$ cat config.mk
export PLATFORM = sky130hd
export DESIGN_NAME = rmt_ctrl
export DESIGN_NICKNAME = d
export VERILOG_FILES = /design/src/design/rmt_pkg.sv /design/src/design/rmt_ctrl.sv
export SDC_FILE = /design/constraint.sdc
export NUM_CORES = 1
export LEC_CHECK = 0
export BUFFER_PORTS_ARGS = -buffer_cell sky130_fd_sc_hd__buf_4
export CAP_MARGIN = 20
export CORE_MARGIN = 8
export CORE_UTILIZATION = 25
export DETAILED_ROUTE_END_ITERATION = 10
export GPL_ROUTABILITY_DRIVEN = 0
export PLACE_DENSITY = 0.47
export SYNTH_ARGS = -nofsm -noshare
export SYNTH_HDL_FRONTEND = slang
export SYNTH_SLANG_ARGS = --single-unit
$ cat constraint.sdc
create_clock -name i_clk -period 1.9 [get_ports i_clk]
set_input_delay 0.475 -clock i_clk [delete_from_list [all_inputs] [get_ports i_clk]]
set_output_delay 0.475 -clock i_clk [all_outputs]
set_load 0.01 [all_outputs]
$ cat src/design/rmt_pkg.sv
// Types and constants shared by the range merge table modules.
package rmt_pkg;

    localparam int MAX_RANGES_DEF = 64;
    localparam int ADDR_WIDTH_DEF = 64;

    localparam logic CMD_ADD  = 1'b0;
    localparam logic CMD_FIND = 1'b1;

    typedef logic [63:0] t_field;
    typedef logic [6:0]  t_count;

    typedef enum logic [1:0] {
        ST_COVERED = 2'd0,
        ST_ADDED   = 2'd1,
        ST_FULL    = 2'd2,
        ST_NONE    = 2'd3
    } t_add_status;

    typedef struct packed {
        logic   command;
        t_field range_start;
        t_field range_end;
        t_field query_address;
    } t_in;

    typedef struct packed {
        t_add_status add_status;
        logic        hit;
        t_field      found_start;
        t_field      found_end;
        t_count      range_count;
    } t_out;

    typedef enum logic [3:0] {
        S_IDLE,
        S_SCAN,
        S_LO,
        S_MERGE,
        S_KEY,
        S_DECIDE,
        S_COMPACT,
        S_PLACE,
        S_SHIFT,
        S_OUT
    } t_state;

    typedef enum logic [2:0] {
        OP_NONE,
        OP_SCAN_FIND,
        OP_SCAN_ADD,
        OP_MERGE,
        OP_KEY,
        OP_COMPACT,
        OP_SHIFT
    } t_op;

    typedef enum logic [2:0] {
        INIT_NONE,
        INIT_MERGE,
        INIT_KEY,
        INIT_COMPACT,
        INIT_SHIFT
    } t_init;

    typedef struct packed {
        logic        load;
        t_init       init;
        t_op         op;
        logic        set_stat;
        t_add_status stat_val;
        logic        shrink;
        logic        put;
        logic        emit;
    } t_dp_cmd;

    typedef struct packed {
        logic pass_done;
        logic covered;
        logic absorbed;
        logic key;
        logic full;
        logic is_find;
    } t_dp_stat;

endpackage

$ cat src/design/rmt_ctrl.sv
// Controller: sequences the scan, merge, compaction and insertion passes.
module rmt_ctrl (
    input  logic              i_clk,
    input  logic              i_rst_n,
    input  logic              i_valid,
    output logic              o_ready,
    output logic              o_valid,
    input  logic              i_ready,
    input  rmt_pkg::t_dp_stat i_stat,
    output rmt_pkg::t_dp_cmd  o_cmd
);
    import rmt_pkg::*;

    t_state r_state, n_state;
    logic   r_ovalid, n_ovalid;

    always_ff @(posedge i_clk) begin
        if (!i_rst_n) begin
            r_state  <= S_IDLE;
            r_ovalid <= 1'b0;
        end else begin
            r_state  <= n_state;
            r_ovalid <= n_ovalid;
        end
    end

    always_comb begin
        n_state = r_state;
        unique case (r_state)
            S_IDLE: begin
                if (i_valid) n_state = S_SCAN;
            end
            S_SCAN: begin
                if (i_stat.pass_done) n_state = i_stat.is_find ? S_OUT : S_LO;
            end
            S_LO: begin
                n_state = i_stat.covered ? S_OUT : S_MERGE;
            end
            S_MERGE: begin
                if (i_stat.pass_done) n_state = S_KEY;
            end
            S_KEY: begin
                if (i_stat.pass_done) n_state = S_DECIDE;
            end
            S_DECIDE: begin
                priority if (!i_stat.absorbed && !i_stat.key && i_stat.full) n_state = S_OUT;
                else if (i_stat.absorbed) n_state = S_COMPACT;
                else n_state = S_PLACE;
            end
            S_COMPACT: begin
                if (i_stat.pass_done) n_state = S_PLACE;
            end
            S_PLACE: begin
                priority if (i_stat.key) n_state = S_OUT;
                else if (!i_stat.full) n_state = S_SHIFT;
                else n_state = S_OUT;
            end
            S_SHIFT: begin
                if (i_stat.pass_done) n_state = S_OUT;
            end
            S_OUT: begin
                if (!r_ovalid || i_ready) n_state = S_IDLE;
            end
            default: n_state = S_IDLE;
        endcase
    end

    always_comb begin
        o_cmd    = '0;
        n_ovalid = r_ovalid && !i_ready;
        unique case (r_state)
            S_IDLE: begin
                o_cmd.load = i_valid;
            end
            S_SCAN: begin
                o_cmd.op = i_stat.is_find ? OP_SCAN_FIND : OP_SCAN_ADD;
            end
            S_LO: begin
                if (i_stat.covered) begin
                    o_cmd.set_stat = 1'b1;
                    o_cmd.stat_val = ST_COVERED;
                end else begin
                    o_cmd.init = INIT_MERGE;
                end
            end
            S_MERGE: begin
                o_cmd.op = OP_MERGE;
                if (i_stat.pass_done) o_cmd.init = INIT_KEY;
            end
            S_KEY: begin
                o_cmd.op = OP_KEY;
            end
            S_DECIDE: begin
                priority if (!i_stat.absorbed && !i_stat.key && i_stat.full) begin
                    o_cmd.set_stat = 1'b1;
                    o_cmd.stat_val = ST_FULL;
                end else if (i_stat.absorbed) begin
                    o_cmd.init = INIT_COMPACT;
                end else begin
                    o_cmd.init = INIT_NONE;
                end
            end
            S_COMPACT: begin
                o_cmd.op     = OP_COMPACT;
                o_cmd.shrink = i_stat.pass_done;
            end
            S_PLACE: begin
                priority if (i_stat.key) o_cmd.put = 1'b1;
                else if (!i_stat.full) o_cmd.init = INIT_SHIFT;
                else o_cmd.init = INIT_NONE;
            end
            S_SHIFT: begin
                o_cmd.op  = OP_SHIFT;
                o_cmd.put = i_stat.pass_done;
            end
            S_OUT: begin
                if (!r_ovalid || i_ready) begin
                    o_cmd.emit = 1'b1;
                    n_ovalid   = 1'b1;
                end
            end
            default: ;
        endcase
    end

    assign o_ready = (r_state == S_IDLE);
    assign o_valid = r_ovalid;

endmodule

* Word-level counts from Yosys, hierarchy flattened *
Cells that the tools add are included.

word-level totals
  flip-flop bits (word level) = 5
  output and inout port bits = 15
  input port bits = 10

operators by class
  equal/unequal tests = 16
  mux-type cells = 34
  reduce and logical (&&, ||, !) cells = 10

operators by type and width
  kind                  number
  $mux W4               10
  $pmux W4 S10          1
  $eq A4 B3 Y1 const B  4
  $mux W3               5
  $pmux W3 S5           1
  $ne A2 B2 Y1 const B  7
  $pmux W3 S4           1
  $mux W1               11
  $eq A4 B2 Y1 const B  2
  $eq A4 B4 Y1 const B  2
  $reduce_and A7 Y1     1
  $mux W2               3
  $pmux W3 S2           1
  $eq A4 B1 Y1 const B  1
  $logic_not A1 Y1      4
  $logic_not A4 Y1      1
  $logic_and A1 B1 Y1   3
  $pmux W1 S2           1
  $logic_or A1 B1 Y1    1

* Logic depth before layout (Yosys ltp) *
Gate-level depths: netlist of the first run.

  word-level depth = 5
  mapped depth = 6

* Worst setup path before layout of the first run *
No wires, ideal clock.

  kind = flip-flop to output port
  start point = register r_state[2]
  end point = output o_cmd[12] (netlist name)
  arrival time = 1.185 ns
  setup slack = 0.240 ns
  stages on the path, launching flop included = 5
  cell sequence = dfxtp_1 -> buf_2 -> buf_2 -> nor4_2 -> and2_1

RTL lines
  what                    line            source
  start, declared         rmt_ctrl.sv:14  t_state r_state, n_state;
  start signal, assigned  rmt_ctrl.sv:22  r_state <= n_state;
  end, declared           rmt_ctrl.sv:10  output rmt_pkg::t_dp_cmd o_cmd

==> results of run 1 <==
cells by family (layout without fill, tap and decap cells):
logic type | after synthesis | in the layout
AO/OA/AOI/OAI | 30 | 30
multiplexers | 2 | 2
flip-flops | 5 | 5
other | 1 | 1
AND/OR/NAND/NOR | 37 | 37
buffers and inverters | 12 | 41
cells in the final DEF, fill, tap and decap left out, types with 2 or more instances in the layout:
cell type	Yosys	final
o22ai_1	2	2
dfxtp_4	0	2
buf_4	2	33
nor4_4	0	2
nor3_1	2	2
mux2i_1	2	2
dfxtp_1	5	2
o21ai_1	3	3
nand3_1	3	3
inv_1	3	3
nand2_1	7	7
o31a_1	2	2
nand2b_1	5	5
clkbuf_4	0	3
nor2_1	5	4
a22oi_1	2	2
o21ai_0	4	4
nor2b_1	6	5
a21oi_1	7	7
report_power, final:
part           internal [mW]  switching, mW  total (mW)
sequential             0.142         0.0425       0.185
clock                 0.0796         0.0479       0.128
combinational          0.420          0.464       0.883
total                  0.641          0.554        1.20
repair_timing:
action | 4_1_cts | 5_1_grt
setup buffers | 0 | 2
pin swaps | 0 | 1
resized for setup | 2 | 9
setup endpoints to repair | 9 | 7
metrics by stage:
| step | hold WS (ps) | util [%] |
|---|---|---|
| after floorplan | 549.0 | - |
| after global placement | 539.7 | 35.30 |
| after detailed placement | 549.6 | 35.30 |
| after CTS | 469.6 | 36.46 |
| after global routing | 512.7 | 38.69 |
| final | 486.0 | 38.69 |
layer usage:
| metal | vias up | global-route usage (%) | wire (um) | share of wire, % |
|---|---|---|---|---|
| met5 | - | 0 | 0 | 0 |
| met4 | 0 | 0.7833 | 0 | 0 |
| met3 | 0 | 3.146 | 129 | 6.2 |
| met2 | 21 | 14.34 | 993 | 48 |
| met1 | 332 | 11.18 | 951 | 46 |
| li1 | 372 | - | - | - |
critical path, stage by stage, from the launching register on:
cell	delay [ps]
dfxtp_1	300
buf_4	210
nor2b_4	70
and3_4	190
a31o_4	200
buf_4	140
final cells by class:
type                            count  share of cell area [%]
Multi-Input combinational cell     70                   54.57
Timing Repair Buffer               33                   25.85
Sequential cell                     5                   11.36
Tap cell                           30                   3.916
Clock buffer                        4                   2.742
Inverter                            4                   1.567
state kept, by name, indices dropped and copies added (netlist names):
signal and cells:
o_valid 1, r_state 4
worst max path at each step:
stage / start / endpoint / cells after the start
2_1_floorplan: r_state[2] / o_cmd[12] / 4
3_3_place_gp: i_stat[3] / o_cmd[5] / 5
3_5_place_dp: i_stat[3] / o_cmd[5] / 5
4_1_cts: r_state[1] / o_cmd[8] / 5
5_1_grt: r_state[1] / o_cmd[8] / 5
6_report: r_state[3] / o_cmd[5] / 5
==> results.py, run 1 <==
metrics = {
    "outcome": {
        "status": "completed",
    },
    "pwr": {
        "power.density_mw_per_mm2": 1248,
        "total_power_mw": 1.196,
        "max-vdd-ir-drop_v": 0.0009168,
        "power_leakage_nw": 0.3989,
    },
    "synth": {
        "ys_ff_latch": 5,
        "synth_top_area_cell": "dfxtp_1",
        "synthTopCellsByArea": "dfxtp_1 (15%), nor2b_1 (5.7%), a21oi_1 (5.3%), nand2b_1 (4.8%), nand2_1 (4.0%)",
        "syn_area_um2": 655.6,
        "synth-compound-area-share_pct": 36.45,
        "synth_edf_count": 0,
        "synth.area.mux_share_pct": 3.053,
        "postSynth.asyncResetShare_pct": 0,
        "seq_area_frac_synth_pct": 15.27,
        "synth_top_cells_by_count": "a21oi_1 (7), nand2_1 (7), nor2b_1 (6)",
        "yosys_most_used_dff": "dfxtp_1",
        "synth_xor_xnor_area_share_pct": 0,
        "synthSimpleGateAreaFrac_pct": 34.54,
        "ys_types": 39,
        "syn_inst": 87,
        "yosys.area.top_type_share_pct": 15.27,
        "synth_top_family_by_area": "compound AO/OA/AOI/OAI gates",
        "syn-num-nets": 97,
        "postSynthAreaPerCell_um2": 7.536,
        "synth_warnings": 0,
        "synthAdderAreaFrac_pct": 0,
    },
    "cts": {
        "cts_sinks": 5,
        "clk_pin_slew_ps": 50,
        "cts_hold_buf": 0,
        "root_buffer": "clkbuf_4",
        "clockBufferDepth": 2,
        "h-tree-depth": 1,
        "clock_latency_ps": 250,
        "cts_tree": "yes",
        "cts_buffers": 3,
    },
    "floorplanning": {
        "fp-row-count": 18,
        "die_width_um": 67.21,
        "floorplan.initialDensity_pct": 26.46,
        "die_area_mm2": 0.004517,
        "fp.dieH_um": 67.21,
        "fp.coreArea_mm2": 0.002477,
        "io_pins": 25,
    },
    "final_layout": {
        "num_antenna_cells": 0,
        "regArea_um2": 108.9,
        "design_area_um2": 958.4,
        "multiInputGateArea_um2": 523.0,
        "finalNonFillerCells": 146,
        "nNetsFinal": 127,
        "drive_gt1_share_pct": 45.69,
        "area.growth.synth_to_final_pct": 46.18,
        "nFillCells": 270,
    },
    "sta": {
        "layout_min_cycle_time_ps": 1831,
        "rsz0062_at_grt": "false",
        "finalWorstSetupSlack_ps": 69.34,
        "finalHoldViolCount": 0,
        "finClkSkew_ps": 9.697,
        "setup-violations-final": 0,
        "finalMaxSlewViolations": 0,
        "timing.fmax_ghz": 0.5463,
        "fin_crit_sh_pct": 96.35,
        "fin_setup_tns_ps": 0,
    },
    "critical_path": {
        "cp_data_required_time_ps": 1420,
        "r2r_start": "r_state[3]",
        "start_kind": "register",
        "r2r_setup_slack_ps": 390,
        "path_max_fanout": 15,
        "timing.rr.end": "r_state[0]",
        "path_class": "reg -> out",
        "reg2reg_depth": 5,
        "worst_ep_arrival_time_ps": 1360,
        "endpoint_kind": "output pin",
    },
    "global_routing": {
        "grt_pass1_wl_um": 3201,
        "antenna_found_initial": 0,
        "grt-ovfl-total": 0,
        "track_usage_pct": 8.763,
        "grt_max_degree": 16,
        "grt_pass1_vias": 722,
    },
    "hold_path": {
        "hold-path-cell-count": 3,
        "hold_end": "r_state[2]",
        "hp-start": "i_rst_n",
        "min_path_type": "in -> reg",
    },
    "run": {
        "maxCapViolCount": 0,
    },
    "placed_design": {
        "dpl_cell_area_um2": 874.6,
        "numPortBuffers": 23,
        "dpl.cell_count": 140,
        "dp_hpwl_um": 1560,
        "preCtsSetupSlack_ps": 143.0,
    },
    "routing": {
        "wire_per_inst_um": 14.21,
        "antenna_left": 0,
        "route.detailed.drc": 0,
        "drt_iter0_drc": 13,
        "viasPerCell": 4.966,
        "wirelength_um": 2074,
        "vias": 725,
        "first_pass_iters": 4,
    },
}
(Power assumes the default switching activity.)
==> run 2: changes to the inputs <==
==> constraint.sdc (replaced) <==
create_clock -name i_clk -period 2.4 [get_ports i_clk]
set_input_delay 0.6 -clock i_clk [delete_from_list [all_inputs] [get_ports i_clk]]
set_output_delay 0.6 -clock i_clk [all_outputs]
set_load 0.01 [all_outputs]
==> run 2 against run 1 <==
Highest routed layer unchanged. Worst setup slack better by 170 ps. First-iteration DRC count is 85% higher. Combinational power is 35% lower. Via count is 2.9% lower. Wire length is 8.6% lower. Critical path type unchanged. Clock skew is 9.1 ps lower. Global-route usage is 0.80 points lower.
==> results.py, run 2 (synthesized netlist as in run 1, its figures left out) <==
metrics = {
    "outcome": {
        "status": "completed",
    },
    "final_layout": {
        "largest_register_ffs": 4,
        "area.growth.synth_to_final_pct": 32.82,
        "top_register": "r_state",
        "nNetsFinal": 121,
        "regArea_um2": 100.1,
        "nFillCells": 277,
        "multiInputGateArea_um2": 489.2,
        "drive_gt1_share_pct": 37.27,
        "final_common_cell": "buf_4",
        "design_area_um2": 870.8,
        "layout_common_cells": "buf_4 (27), nand2_1 (7), a21oi_1 (7), nor2b_1 (6)",
        "num_antenna_cells": 0,
    },
    "sta": {
        "setup-violations-final": 0,
        "finalHoldViolCount": 0,
        "finalWorstSetupSlack_ps": 238.4,
        "timing.fmax_ghz": 0.4626,
        "rsz0062_at_grt": "false",
        "worst_pin_slew_ps": 542.6,
        "fin_setup_tns_ps": 0,
        "fin_crit_sh_pct": 90.07,
        "layout_min_cycle_time_ps": 2162,
        "timing.slew.headroom_pct": 63.78,
        "finalHoldWorstSlack_ps": 554.7,
        "finalMaxSlewViolations": 0,
        "finClkSkew_ps": 0.6199,
    },
    "critical_path": {
        "crit_path_frequent_cell": "buf_4",
        "setup.worst_path.end": "o_cmd[1]",
        "critPathMaxStageDelay_ps": 570,
        "path_max_fanout": 13,
        "crit_slowest_cell": "dfxtp_1",
        "r2r_start": "r_state[0]",
        "timing.rr.end": "r_state[0]",
        "cp_num_cells": 4,
        "path_delay_family": "flip-flops",
        "crit_start": "r_state[0]",
        "cp_data_required_time_ps": 1800,
        "start_kind": "register",
        "path_buf_inv": 2,
        "endpoint_kind": "output pin",
        "worst_ep_arrival_time_ps": 1560,
        "r2r_setup_slack_ps": 680,
        "path_cells": "buf_4 -> nand2b_1 -> o22ai_1 -> buf_4",
        "reg2reg_depth": 6,
        "path_class": "reg -> out",
    },
    "global_routing": {
        "grt_util_met1_pct": 11.03,
        "track_usage_pct": 7.962,
        "met3_usage_pct": 2.483,
        "grt_max_degree": 15,
        "grt_pass1_wl_um": 2946,
        "grt_pass1_vias": 636,
        "met2_usage_pct": 12.19,
        "grt-ovfl-total": 0,
        "top_usage_layer": "met2",
        "antenna_found_initial": 0,
    },
    "routing": {
        "first_pass_iters": 4,
        "wirelength_um": 1896,
        "vias": 704,
        "viasPerCell": 5.029,
        "route.detailed.drc": 0,
        "antenna_left": 0,
        "wire_per_inst_um": 13.54,
        "drt_iter0_drc": 24,
    },
    "floorplanning": {
        "floorplan.initialDensity_pct": 26.46,
        "die_width_um": 67.21,
        "die_area_mm2": 0.004517,
        "fp.coreArea_mm2": 0.002477,
        "io_pins": 25,
        "fp.dieH_um": 67.21,
        "fp-row-count": 18,
    },
    "cts": {
        "h-tree-depth": 1,
        "cts-resized-gates": 0,
        "clk_pin_slew_ps": 50,
        "cts_sinks": 5,
        "clock_latency_ps": 230,
        "clockBufferDepth": 2,
        "cts_tree": "yes",
        "post_cts_buffers": 0,
        "cts_buffers": 3,
        "cts_hold_buf": 0,
        "root_buffer": "clkbuf_4",
    },
    "pwr": {
        "max-vdd-ir-drop_v": 0.0003976,
        "power.density_mw_per_mm2": 976.4,
        "total_power_mw": 0.8503,
        "power_leakage_nw": 0.3609,
    },
    "placed_design": {
        "preCtsSetupSlack_ps": 378.7,
        "numPortBuffers": 23,
        "dp_hpwl_um": 1522,
        "dpl_cell_area_um2": 844.6,
    },
    "hold_path": {
        "min_path_type": "reg -> reg",
    },
    "run": {
        "maxCapViolCount": 0,
    },
}
-- run 2: final cells by class --
type,count,area share [%]
multi-input combinational,70,56.18
timing repair buffer,27,23.28
sequential,5,11.49
tap,30,4.310
clock buffer,4,3.017
inverter,4,1.724
-- run 2: worst min-delay path by stage --
| stage | startpoint | endpoint | slack, ps | depth (start not counted) |
|---|---|---|---|---|
| 2_1_floorplan | o_valid | o_valid | 550 | 2 |
| 4_1_cts | o_valid | o_valid | 560 | 2 |
| 5_1_grt | o_valid | o_valid | 580 | 2 |
| 6_report | o_valid | o_valid | 550 | 2 |
| 3_3_place_gp | o_valid | o_valid | 540 | 2 |
| 3_5_place_dp | o_valid | o_valid | 550 | 2 |
-- run 2: where the power goes --
group / internal [mW] / total (mW) / switching, mW
Combinational: 0.280 / 0.574 / 0.294
Sequential: 0.107 / 0.179 / 0.0714
Clock: 0.0629 / 0.0975 / 0.0347
-- run 2: stage by stage --
step	utilization (%)	std cells
floorplan	-	87
finish	35.15	140
global placement	34.09	136
CTS	35.15	140
detailed placement	34.09	136
global route	35.15	140
-- run 2: worst register-to-register path, delay by kind of cell (launching register included) --
kind,cells,cell delay (ps)
muxes,1,200
buffers and inverters,1,270
DFF,1,570
and+or+nand+nor,1,70
AOI/OAI and AO/OA,3,550
-- run 2: per-layer routing --
metal / part of all wire (%) / up-vias
met5: 0 / -
met4: 0 / 0
met3: 6.9 / 0
met2: 44 / 23
met1: 49 / 321
li1: - / 360
